--- src/design/kfcl_pkg.sv ---
// ----------------------------------------------------------------------------
// kfcl_pkg
// Shared types and constants for the keyframe clock locator.
// ----------------------------------------------------------------------------
`default_nettype none
package kfcl_pkg;

    localparam int TimeW  = 32;
    localparam int DeltaW = 24;
    localparam int SpeedW = 16;
    localparam int FracW  = 20;
    localparam int CfgW   = 32;
    localparam int IdxW   = 8;
    localparam int CfgIdxW = 3;

    localparam logic [CfgIdxW-1:0] REG_COUNT  = 3'd0;
    localparam logic [CfgIdxW-1:0] REG_LENGTH = 3'd1;
    localparam logic [CfgIdxW-1:0] REG_SPEED  = 3'd2;
    localparam logic [CfgIdxW-1:0] REG_LOOP   = 3'd3;
    localparam logic [CfgIdxW-1:0] REG_WEIGHT = 3'd4;

    localparam logic FUNC_WRITE = 1'b0;
    localparam logic FUNC_STEP  = 1'b1;

    localparam logic signed [FracW-1:0] FRAC_MAX = 20'sh7FFFF;
    localparam logic signed [FracW-1:0] FRAC_MIN = -20'sh80000;

    typedef struct packed {
        logic               func;
        logic [IdxW-1:0]    entry_index;
        logic [TimeW-1:0]   entry_time;
        logic [DeltaW-1:0]  delta_time;
    } in_item_t;

    typedef struct packed {
        logic                     located;
        logic [IdxW-1:0]          start_index;
        logic [IdxW-1:0]          end_index;
        logic signed [FracW-1:0]  blend_fraction;
        logic [TimeW-1:0]         current_time;
    } out_item_t;

endpackage
`default_nettype wire

--- src/design/kfcl_queue.sv ---
// ----------------------------------------------------------------------------
// kfcl_queue
// Two-entry request queue between the front and back parts.
// ----------------------------------------------------------------------------
`default_nettype none
module kfcl_queue (
    input  wire logic               aclk,
    input  wire logic               aresetn,
    input  wire logic               in_valid,
    output logic                    in_ready,
    input  wire kfcl_pkg::in_item_t in_data,
    output logic                    out_valid,
    input  wire logic               out_ready,
    output kfcl_pkg::in_item_t      out_data
);
    kfcl_pkg::in_item_t mem_reg [2];
    logic       wr_ptr_reg, rd_ptr_reg;
    logic [1:0] cnt_reg;
    logic       push, pop;

    assign in_ready  = (cnt_reg != 2'd2);
    assign out_valid = (cnt_reg != 2'd0);
    assign out_data  = mem_reg[rd_ptr_reg];
    assign push      = in_valid && in_ready;
    assign pop       = out_valid && out_ready;

    always_ff @(posedge aclk) begin
        if (push) begin
            mem_reg[wr_ptr_reg] <= in_data;
        end
        if (!aresetn) begin
            wr_ptr_reg <= 1'b0;
            rd_ptr_reg <= 1'b0;
            cnt_reg    <= 2'd0;
        end else begin
            if (push) wr_ptr_reg <= ~wr_ptr_reg;
            if (pop)  rd_ptr_reg <= ~rd_ptr_reg;
            cnt_reg <= cnt_reg + {1'b0, push} - {1'b0, pop};
        end
    end
endmodule
`default_nettype wire

--- config.mk ---
export PLATFORM = sky130hd
export DESIGN_NAME = kfcl_queue
export DESIGN_NICKNAME = d
export VERILOG_FILES = /design/src/design/kfcl_pkg.sv /design/src/design/kfcl_queue.sv
export SDC_FILE = /design/constraint.sdc
export NUM_CORES = 1
export LEC_CHECK = 0
export BUFFER_PORTS_ARGS = -buffer_cell sky130_fd_sc_hd__clkbuf_2
export CAP_MARGIN = 30
export CORE_UTILIZATION = 45
export DETAILED_ROUTE_END_ITERATION = 8
export PLACE_DENSITY = 0.73
export SLEW_MARGIN = 20
export SYNTH_ARGS = -nofsm -noshare
export SYNTH_HDL_FRONTEND = slang
export SYNTH_SLANG_ARGS = --single-unit
--- constraint.sdc ---
create_clock -name aclk -period 4.3 [get_ports aclk]
set_input_delay 0.86 -clock aclk [delete_from_list [all_inputs] [get_ports aclk]]
set_output_delay 0.86 -clock aclk [all_outputs]
set_load 0.005 [all_outputs]
Yosys cells after proc, flatten, opt, wreduce, memory -nomap -nowiden --
Memory sizes are Yosys's and may differ from the RTL's. A register that Yosys moved wholly into a read port is not among the register bits. Cells that the tools add are included.
Word-level totals: flip-flop bits (word level) 4, bits in writable memories 130, bits of input ports 69, output and inout port bits 67, logic and storage cells 16, memories kept 1
Memories:
- mem_reg | depth 2, bits a word 65, read ports 1, clocked after memory_dff 1, wr ports 1, RTL line kfcl_queue.sv:16 | kfcl_pkg::in_item_t mem_reg [2];
Cells by class: add/subtract/negate cells 2, eq/ne operators 1, multiplexer cells 4, bitwise logic cells 2, reduce and logical (&&, ||, !) cells 3
Operators by type and width (count):
- 1-bit two-way mux | 4
- 2-bit by 1-bit adder with 2-bit output | 1
- 1-bit logical AND | 2
- 2-bit != test (second input constant) | 1
- 1-bit NOT | 2
- 2-bit nonzero test | 1
- 2-bit by 1-bit subtractor with 2-bit output | 1

Depth between registers and ports, before layout --
word-level depth 4, depth in mapped cells 8, mapped depth without buffers 8

Worst setup path after synthesis --
No wires, ideal clock.
path type input-to-reg, start point input port in_valid, end point memory mem_reg[0][0] (netlist bit) (enable), library setup time 488 ps, arrival time 3671 ps, slack 141 ps, stages on the path 2, path buffers 0, path through nand2_1 nor2_1
On the way: cells in the longest elaborated chain, start to end 3
RTL lines:
- start: declaration | RTL line kfcl_queue.sv:9 | input wire logic in_valid,
- 1-bit logical AND | RTL line kfcl_queue.sv:24 | assign push = in_valid && in_ready;
- 1-bit two-way mux | RTL line kfcl_queue.sv:28 | if (push) begin
- 1-bit two-way mux (implied by the code) | RTL line kfcl_queue.sv:29 | mem_reg[wr_ptr_reg] <= in_data;
- end: declaration | RTL line kfcl_queue.sv:16
No other way between the ends.

==> flow_summary_export.csv <==
group,metric,value,unit
timing,maxSlewViolCount,0,
grt,grt_max_degree,66,
timing,period_share,64.1,%
timing,max_freq,363,MHz
cts,cts_tree,"built",
cells_and_area,syn_to_final_growth,29.1,%
worst_setup_path,cp-start-kind,"register",
flow_run,cap_viol_max_count,0,
floorplan,fp.dieArea,11800,um2
detailed_routing,ant_nets,0,
cts,clock-root-buffer,"clkbuf_16",
worst_setup_path,crit_required,3.44,ns
grt,grt_pass1_vias,2439,
detailed_routing,firstDrtPassIters,5,
timing,clock_skew,0.00746,ns
grt,grt_overflow_total,0,
synthesis,syn-cell-area,5130,um2
worst_setup_path,path_buf_inv,2,
floorplan,io_pins,136,
grt,top_usage_layer,"met2",
synthesis,yosys_register_bits,135,
floorplan,row_count,38,
cells_and_area,diodes,0,
timing,relSlewSlack,41.4,%
power,ir_worst_vdd,0.305,mV
cts,cts_buffers,17,
cts,clk_path_buf_depth,2,
cells_and_area,final_nets,448,
detailed_routing,wl_per_cell,15.4,um
grt,use_met3,7.05,%
synthesis,ys_types,18,
synthesis,yosysWarnings,0,
synthesis,synthCells,226,
grt,grt_pass1_wl,12.2,mm
cts,cts.clk_slew.worst_paths,0.06,ns
placed_design,globalplace.congestion,0.696,
placed_design,postPlaceCellArea,5980,um2
floorplan,core,11000,um2
detailed_routing,totalWireLength,8.13,mm
timing,hold_viol_final,0,
grt,met2_usage,21.8,%
synthesis,yosysSeqAreaShare,78.0,%
timing,rsz0062_at_grt,"false",
cells_and_area,final_cell_mix,"clkbuf_2, edfxtp_1, mux2_4, clkbuf_16, mux2_2",
timing,period_needed,2.76,ns
synthesis,syn_area_per_cell,22.7,um2
detailed_routing,drc,0,
floorplan,die_x,109,um
timing,tightest_slew,0.880,ns
cts,post_cts_resized,0,
timing,finalHoldWorstSlack,0.524,ns
placed_design,io_buffers,135,
detailed_routing,num_vias,2516,
detailed_routing,drt_iter0_drc,80,
worst_setup_path,arrival,1.90,ns
timing,setup_viol,0,
worst_setup_path,endpoint_kind,"primary output",
detailed_routing,via_per_inst,4.76,
cts,cts_max_level,4,
synthesis,synth_nets,297,
worst_setup_path,critPathKind,"register to primary output",
cells_and_area,layout_commonest_cell,"clkbuf_2",
grt,use_met1,17.7,%
power,p_per_area,619,nW/um2
floorplan,initial_core_util,46.7,%
placed_design,dp_hpwl,5.11,mm
timing,setup-tns-final,0,ns
grt,grt_usage,14.3,%
cts,cts.sinks,135,
power,p_leak,0.00263,uW
cts,clk_latency,0.40,ns
cells_and_area,design_area,6620,um2
placed_design,post-place-ws,1.74,ns
cts,postCtsHoldBufs,0,
power,power.total,4100,uW
status,status,"finished, final reports clean",
cts,cts_setup_buffers,0,
worst_setup_path,crit_path_max_fanout,36,
worst_setup_path,slowest_delay,0.68,ns
cells_and_area,num-fill-cells,814,
worst_setup_path,slowest_stage,"dfxtp_4",
worst_setup_path,crit_chain,"buf_16 -> mux2_2 -> clkbuf_2",
grt,antenna_found_initial,0,
worst_setup_path,crit_family,"flip-flops",
cells_and_area,drive_gt1_share,60.4,%
hold_path,min_path_type,"register to register",
cells_and_area,largest_register_ff_count,130,
floorplan,fp.dieH,109,um
timing,fin_ws,1.54,ns
[cell usage after synthesis]
| library cell | instances | area share, % |
|---|---|---|
| mux2_2 | 15 | 3.3 |
| nor2b_1 | 2 | 0.24 |
| or2_2 | 1 | 0.12 |
| ha_1 | 2 | 0.49 |
| dfxtp_1 | 5 | 2.0 |
| nand2b_1 | 2 | 0.24 |
| buf_2 | 1 | 0.097 |
| nor2_1 | 1 | 0.073 |
| and3_1 | 1 | 0.12 |
| buf_6 | 6 | 1.3 |
| nand2_1 | 2 | 0.15 |
| mux2_4 | 50 | 15 |
| xnor2_1 | 3 | 0.51 |
| and2_1 | 2 | 0.24 |
| o21a_1 | 1 | 0.15 |
| inv_1 | 1 | 0.073 |
| edfxtp_1 | 130 | 76 |
| mux2i_1 | 1 | 0.20 |
[final timing paths]
check                          start                  endpoint  slack [ns]  cells after the start
max                         register               out_data[3]        1.54                      3
min          wr_ptr_reg$_SDFFE_PN0N_   wr_ptr_reg$_SDFFE_PN0N_        0.52                      2
max reg2reg    cnt_reg[0]$_SDFF_PN0_  mem_reg[0][51]$_DFFE_PP_        2.48                      5
min reg2reg  wr_ptr_reg$_SDFFE_PN0N_   wr_ptr_reg$_SDFFE_PN0N_        0.52                      2
[area by class of cell]
type                       count  area (um2)  area share [%]
clock inverter                10         178            2.68
timing repair buffer         139         758            11.5
clock buffer                  21         440            6.65
sequential                   135        4010            60.5
tap                          140         175            2.65
multi-input combinational     83        1060            16.0
inverter                       1        3.75          0.0567
[power breakdown]
part | internal [uW] | switching [uW] | leakage, uW
sequential | 1660 | 93.8 | 0.00126
clock | 1020 | 490 | 0.000301
combinational | 493 | 346 | 0.00108
[worst min-delay path, cell delays in order, from the launching register on]
cell and delay, ns:
dfxtp_1 0.35, nand2_1 0.07, mux2i_1 0.06
[stage by stage]
stage / std cells / utilization (%)
4_1_cts: 528 / 60.0
2_1_floorplan: 226 / -
5_1_grt: 529 / 60.3
6_report: 529 / 60.3
3_5_place_dp: 497 / 54.4
3_3_place_gp: 496 / 54.2
[layer usage]
metal  part of all wire (%)  wire length (um)  vias up
met1                     44              3570     1222
met2                     49              3970       93
met4                   0.48                39        0
met3                    6.7               542        4
li1                       -                 -     1197
met5                      0                 0        -
[cell families (layout without fill, tap and decap cells)]
logic type	after synthesis	count (layout)	synth area share, %
adders and majority gates	2	2	0.488
xor gates and xnor gates	3	3	0.512
AOI/OAI and AO/OA	1	1	0.146
DFF	135	135	78.0
and+or+nand+nor	11	11	1.20
muxes	66	66	18.1
buffers and inverters	8	171	1.49
(Power assumes the default switching activity.)
